<file path="config.mk">
export PLATFORM = sky130hd
export DESIGN_NAME = wra_divider
export DESIGN_NICKNAME = d
export VERILOG_FILES = /design/src/rtl/wra_pkg.sv /design/src/rtl/wra_divider.sv
export SDC_FILE = /design/constraint.sdc
export NUM_CORES = 1
export LEC_CHECK = 0
export BUFFER_PORTS_ARGS = -buffer_cell sky130_fd_sc_hd__buf_4
export CAP_MARGIN = 20
export CELL_PAD_IN_SITES_DETAIL_PLACEMENT = 1
export CELL_PAD_IN_SITES_GLOBAL_PLACEMENT = 1
export CORE_MARGIN = 10
export CORE_UTILIZATION = 40
export CTS_CLUSTER_DIAMETER = 30
export CTS_CLUSTER_SIZE = 8
export DETAILED_ROUTE_END_ITERATION = 10
export PLACE_DENSITY = 0.88
export SYNTH_ARGS = -nofsm -noshare
export SYNTH_HDL_FRONTEND = slang
export SYNTH_SLANG_ARGS = --single-unit
export TNS_END_PERCENT = 1
</file>
<file path="constraint.sdc">
create_clock -name clk -period 3.16 [get_ports clk]
set_clock_uncertainty 0.05 [all_clocks]
set_input_delay 0 -clock clk [delete_from_list [all_inputs] [get_ports clk]]
set_output_delay 0 -clock clk [all_outputs]
set_load 0.01 [all_outputs]
</file>
<file path="src/rtl/wra_pkg.sv">
// ---------------------------------------------------------------------------
// wra_pkg
// Shared types and constants of the weight running average unit.
// ---------------------------------------------------------------------------
`default_nettype none

package wra_pkg;

  localparam int IDX_W  = 12;
  localparam int AVG_W  = 32;
  localparam int CNT_W  = 32;
  localparam int DEPTH  = 4096;
  localparam int ADDR_W = $clog2(DEPTH);
  localparam int DIFF_W = AVG_W + 1;
  localparam int DIVS_W = CNT_W + 1;

  localparam logic [CNT_W-1:0] COUNT_MAX = '1;

  typedef enum logic [0:0] {
    OP_UPDATE = 1'b0,
    OP_READ   = 1'b1
  } op_t;

  typedef enum logic [1:0] {
    ST_IDLE,
    ST_LOAD,
    ST_DIV,
    ST_DONE
  } state_t;

  typedef struct packed {
    op_t                     opcode;
    logic [IDX_W-1:0]        index;
    logic signed [AVG_W-1:0] weight;
    logic                    end_of_pass;
  } in_item_t;

  typedef struct packed {
    logic [IDX_W-1:0]        index_out;
    logic signed [AVG_W-1:0] average;
    logic [CNT_W-1:0]        passes_done;
  } out_item_t;

endpackage

`default_nettype wire

</file>
<file path="src/rtl/wra_divider.sv">
// ---------------------------------------------------------------------------
// wra_divider
// Bit-serial restoring divider, signed dividend by unsigned divisor,
// quotient truncated toward zero, one quotient bit per cycle.
// ---------------------------------------------------------------------------
`default_nettype none

module wra_divider (
  input  wire logic                             clk,
  input  wire logic                             rst_n,
  input  wire logic                             start,
  input  wire logic signed [wra_pkg::DIFF_W-1:0] dividend,
  input  wire logic [wra_pkg::DIVS_W-1:0]       divisor,
  output logic                                  done_r,
  output logic signed [wra_pkg::DIFF_W-1:0]     quotient
);

  localparam int STEP_W = $clog2(wra_pkg::DIFF_W);
  localparam logic [STEP_W-1:0] STEP_LAST = STEP_W'(wra_pkg::DIFF_W - 1);

  logic                          busy_r;
  logic [STEP_W-1:0]             step_r;
  logic                          sign_r;
  logic [wra_pkg::DIVS_W-1:0]    rem_r;
  logic [wra_pkg::DIVS_W-1:0]    divisor_r;
  logic [wra_pkg::DIFF_W-1:0]    dq_r;
  logic [wra_pkg::DIFF_W-1:0]    magnitude;
  logic [wra_pkg::DIVS_W:0]      shifted;
  logic [wra_pkg::DIVS_W+1:0]    trial;
  logic                          qbit;

  always_comb begin
    magnitude = dividend[wra_pkg::DIFF_W-1] ? wra_pkg::DIFF_W'(-dividend)
                                             : wra_pkg::DIFF_W'(dividend);
    shifted   = {rem_r, dq_r[wra_pkg::DIFF_W-1]};
    trial     = {1'b0, shifted} - {2'b00, divisor_r};
    qbit      = ~trial[wra_pkg::DIVS_W+1];
    quotient  = sign_r ? -$signed(dq_r) : $signed(dq_r);
  end

  always_ff @(posedge clk) begin
    if (!rst_n) begin
      busy_r <= 1'b0;
      done_r <= 1'b0;
    end else begin
      done_r <= 1'b0;
      if (start) begin
        busy_r <= 1'b1;
      end else if (busy_r && step_r == STEP_LAST) begin
        busy_r <= 1'b0;
        done_r <= 1'b1;
      end
    end
  end

  always_ff @(posedge clk) begin
    if (start) begin
      sign_r    <= dividend[wra_pkg::DIFF_W-1];
      dq_r      <= magnitude;
      rem_r     <= '0;
      divisor_r <= divisor;
      step_r    <= '0;
    end else if (busy_r) begin
      rem_r  <= qbit ? trial[wra_pkg::DIVS_W-1:0] : shifted[wra_pkg::DIVS_W-1:0];
      dq_r   <= {dq_r[wra_pkg::DIFF_W-2:0], qbit};
      step_r <= step_r + STEP_W'(1);
    end
  end

endmodule

`default_nettype wire

</file>
## Word-level counts from Yosys, hierarchy flattened

Index checks and enable logic that the tools add are counted.

- Flip-flop bits (word level): 108
- Output and inout bits: 34
- Word-level logic and storage cells: 26

- $add $sub $neg: 4
- Equality and inequality tests: 1
- Mux-type cells: 8
- Bitwise operators: 2
- Reductions and logical operators: 4

Operators by type and width:

| cell | number |
|---|---|
| $mux W33 | 5 |
| $neg A33 Y33 | 2 |
| $sub A34 B33 Y35 | 1 |
| $add A6 B1 Y6 const B | 1 |
| $eq A6 B6 Y1 const B | 1 |
| $reduce_bool A2 Y1 | 2 |
| $mux W1 | 3 |
| $not A1 Y1 | 2 |
| $reduce_or A2 Y1 | 1 |
| $logic_and A1 B1 Y1 | 1 |

## Logic depth before layout (Yosys ltp)

- Depth in word-level cells: 4
- Gate-level depth with buffers: 13
- Gate-level depth less buffers: 12

## Worst setup path after synthesis

OpenSTA, ideal clock, no wires.

- Kind: flip-flop to flip-flop
- Start point: register dq_r[32] in the netlist's numbering
- End point: register rem_r[0] in the netlist's numbering
- Library setup time: 0.122 ns
- Arrival time: 2.881 ns
- Data required time: 2.988 ns
- Setup slack: 0.107 ns
- Cell stages (with the launch flop): 14
- Path buffers: 1
- Path through: edfxtp_1 -> inv_1 -> ha_1 -> inv_1 -> fa_1 -> a21o_1 -> a22o_1 -> o211ai_1 -> o211ai_1 -> nor2_1 -> o211a_1 -> clkbuf_1 -> nor3_1 -> a311o_1

- Longest elaborated chain between the ends: 2

RTL lines:

| what | RTL line | text |
|---|---|---|
| start: declaration | wra_divider.sv:26 | `logic [wra_pkg::DIFF_W-1:0] dq_r;` |
| start signal: assignment | wra_divider.sv:59 | `dq_r <= magnitude;` |
| start signal: assignment | wra_divider.sv:65 | `dq_r <= {dq_r[wra_pkg::DIFF_W-2:0], qbit};` |
| $sub A34 B33 Y35 | wra_divider.sv:36 | `trial = {1'b0, shifted} - {2'b00, divisor_r};` |
| $mux W33 (*) | wra_divider.sv:64 | `rem_r <= qbit ? trial[wra_pkg::DIVS_W-1:0] : shifted[wra_pkg::DIVS_W-1:0];` |
| end signal: assignment | wra_divider.sv:64 |  |
| end: declaration | wra_divider.sv:24 | `logic [wra_pkg::DIVS_W-1:0] rem_r;` |

Every way passes the cells marked *; elsewhere a longest branch is shown, timed or not.
A chain may end at the register's enable or synchronous reset.

## Final worst setup path

- Start point: register dq_r[5] in the netlist's numbering
- End point: output quotient[31] in the netlist's numbering

- Longest elaborated chain between the ends: 2

RTL lines:

| what | RTL line | text |
|---|---|---|
| $neg A33 Y33 | wra_divider.sv:38 | `quotient = sign_r ? -$signed(dq_r) : $signed(dq_r);` |
| $mux W33 | wra_divider.sv:38 |  |
| end: declaration | wra_divider.sv:15 | `output logic signed [wra_pkg::DIFF_W-1:0] quotient` |

No other way between the ends.

==> metrics.cfg <==
[status]
status=finished with violations
violations=negative setup slack

[placed_design]
routabilityCongestion=0.863
placed_cells=1140
place_ws_ps=-94.5
hpwl_um=15900
portBuffers=102

[synthesis]
synth_common_cells=nor2_1 (88), nand2_1 (79), edfxtp_1 (67)
synth_top_area_cell=edfxtp_1
syn_inst=826
avgSynthCellArea_um2=8.80
async_reset_ff_frac=0
ys_warn_count=0
synth_edf_count=67
synth_compound_area_frac=0.205
synthTopCellsByArea=edfxtp_1 (28%), dfxtp_1 (11%), ha_1 (6.4%)
syn_area_um2=7270
yosysTopAreaCellShare=0.277
synth.yosys.seq_area_share=0.390
ys_ff_latch=108
synthMuxAreaShare=0.00981
ys.flop_type=edfxtp_1
synth_cell_types=64
yosys.area_share.simple=0.176
synth_top_family_by_area=compound AO/OA/AOI/OAI gates
yosys.cell_count.top_type=nor2_1
synth_xor_area_frac=0.107
synth_fa_ha_area_frac=0.0664
syn_nets=933

[worst_hold_path]
hold-path-endpoint=dq_r[2]
hold_path_class=input port to register
hold_depth=3
hp-start=dividend[2]

[global_routing]
grt_max_degree=89
grt_use_total=0.180
overflow=0
grt_pass1_wl_um=35900
grt_antenna_before_repair=0
grt_pass1_vias=7149

[setup_path]
worst_setup_path_start_kind=register
crit_path_start=dq_r[5]
path_max_fanout=6
required_ps=3110
worstPathArrival_ps=3250
reg2reg_depth=13
path_cells=or4_4 > or4_4 > or2_4 > or3_4 > or2_4 > o21ai_4 > nand2_1 > xor2_1 > buf_4
setup.worst_path.end_class=output pin
r2r_start=dq_r[32]
slowest_stage=or4_4
max_stage_delay_ps=560
regToRegSetupSlack_ps=60
r2r_end=rem_r[7]
criticalPathCategory=register to output pin

[final_layout]
finalNonFillerCells=1199
fillerInstances=2085
multiInputGateArea_um2=4210
area_delta_synth_final_pct=26.7
layout-drive-gt1-share=0.187
seqCellArea_um2=2830
diodes=0
final_util=0.514
final_nets=1072

[clock_network]
insertion_delay_ps=360
cts_root_buf=clkbuf_16
htree_levels=3
cts_tree=built
clk_pin_slew_ps=70
clock_path_buffers=2
clock_sinks=108
cts_buffers=9

[power_and_ir_drop]
total_power_w=0.00418
peakVddDrop_mv=0.265
p_per_area_nw_per_um2=454
leakage_nw=3.68

[route]
wire_per_inst_um=18.7
drtAntennaViolNets=0
wirelength_um=22400
via_count=6830
viasPerCell=5.70
dr.pass1.iters=5
drc_errors=0
drt_iter0_drc=360

[die]
fp.dieW_um=155
num_io_pins=103
initial_core_util=0.406
row_count=49
die-area_um2=24000
chipHeight_um=155
core_um2=17900

[timing]
tightest_slew_ps=982
timing.final.ws_setup_ps=-144
slew_headroom=0.345
period_minus_slack_ps=3300
post-route-period-util=1.05
setup_viol=13
hold_violations=0
timing.hold.ws_ps=9.81
rsz0062_at_grt=yes
drv_slew=0
fmax_mhz=303

[flow_run]
maxCapViolations=0

worst max-delay path by stage:
stage	end	slack [ps]	cells after the start
4_1_cts	quotient[31]	-140	9
5_1_grt	quotient[27]	-270	9
2_1_floorplan	rem_r[0]	110	13
6_report	quotient[31]	-140	9
3_5_place_dp	rem_r[0]	-90	13
3_3_place_gp	quotient[23]	140	9
cell type report:
class,count,area share
flip-flops and latches,108,0.308
well taps,229,0.0311
inverters,47,0.0192
clock buffers,13,0.0310
repair buffers,169,0.152
multi-input cells,630,0.457
clock inverters,3,0.00190
registers in the layout, indices dropped and copies added, names as in the netlist:
register,count
divisor_r,33
dq_r,33
rem_r,33
step_r,6
busy_r,1
done_r,1
sign_r,1
power by group:
group | switching (W) | internal, W | leakage, nW
sequential | 0.000119 | 0.00164 | 0.992
clock | 0.000534 | 0.000633 | 0.150
combinational | 0.000683 | 0.000571 | 2.53
total | 0.00134 | 0.00284 | 3.68
stage by stage:
| stage | TNS (ps) | instance area, um^2 |
|---|---|---|
| after floorplan | 0 | 7270 |
| after global placement | 0 | 8370 |
| after detailed placement | -922 | 8370 |
| after CTS | -1190 | 9130 |
| after global routing | -3640 | 9210 |
| final | -1210 | 9210 |
critical path: cells and delay by family (launching register included):
kind | cells | cell delay [ps]
simple gates | 6 | 1970
flops | 1 | 410
buf+inv | 1 | 150
xor+xnor | 1 | 150
compound gates | 1 | 220
what timing repair did:
| item | in CTS | in global routing |
|---|---|---|
| endpoints found under the setup margin | 42 | 44 |
| hold buffers | 42 | 0 |
| resized for setup | 10 | 13 |
| pin swaps | 10 | 4 |
| endpoints found under the hold margin | 43 | 0 |
| setup buffers | 1 | 0 |
layout by cell type, fill, tap and decap left out, types with 7 or more instances in the layout:
cell           Yosys  layout
nor3_1            11      10
xor2_1            49      49
or4_1             10       8
nor2_1            88      86
o41ai_1            7       7
a21o_1            10      10
nor2b_1            7       7
a21oi_1           64      64
a32oi_1           10      10
nand2b_1           7       7
o211ai_1          10      10
nand4_1           12      12
buf_4              1     125
dfxtp_1           41      41
dlygate4sd3_1      0      42
inv_1             47      46
nand2_1           79      77
o21ai_0           53      53
a311oi_1          15      10
or3_1             10       9
ha_1              37      36
clkbuf_16          0      10
nand3_1           16      16
o31ai_1           18      18
xnor2_1           40      39
edfxtp_1          67      67
metal layers:
metal / wire length, um / track usage / part of all wire / vias to the layer above
met2: 11200 / 0.314 / 0.50 / 163
met3: 964 / 0.0300 / 0.043 / 47
met5: 0 / 0 / 0 / -
met1: 9640 / 0.215 / 0.43 / 3347
met4: 561 / 0.0697 / 0.025 / 0
li1: - / - / - / 3273
kinds of logic after synthesis:
family | after synthesis
xor gates and xnor gates | 89
buffers and inverters | 88
DFF | 108
adders and majority gates | 38
muxes | 7
and+or+nand+nor | 270
AOI/OAI and AO/OA | 226
No activity file was read; power rests on OpenSTA's default activity.
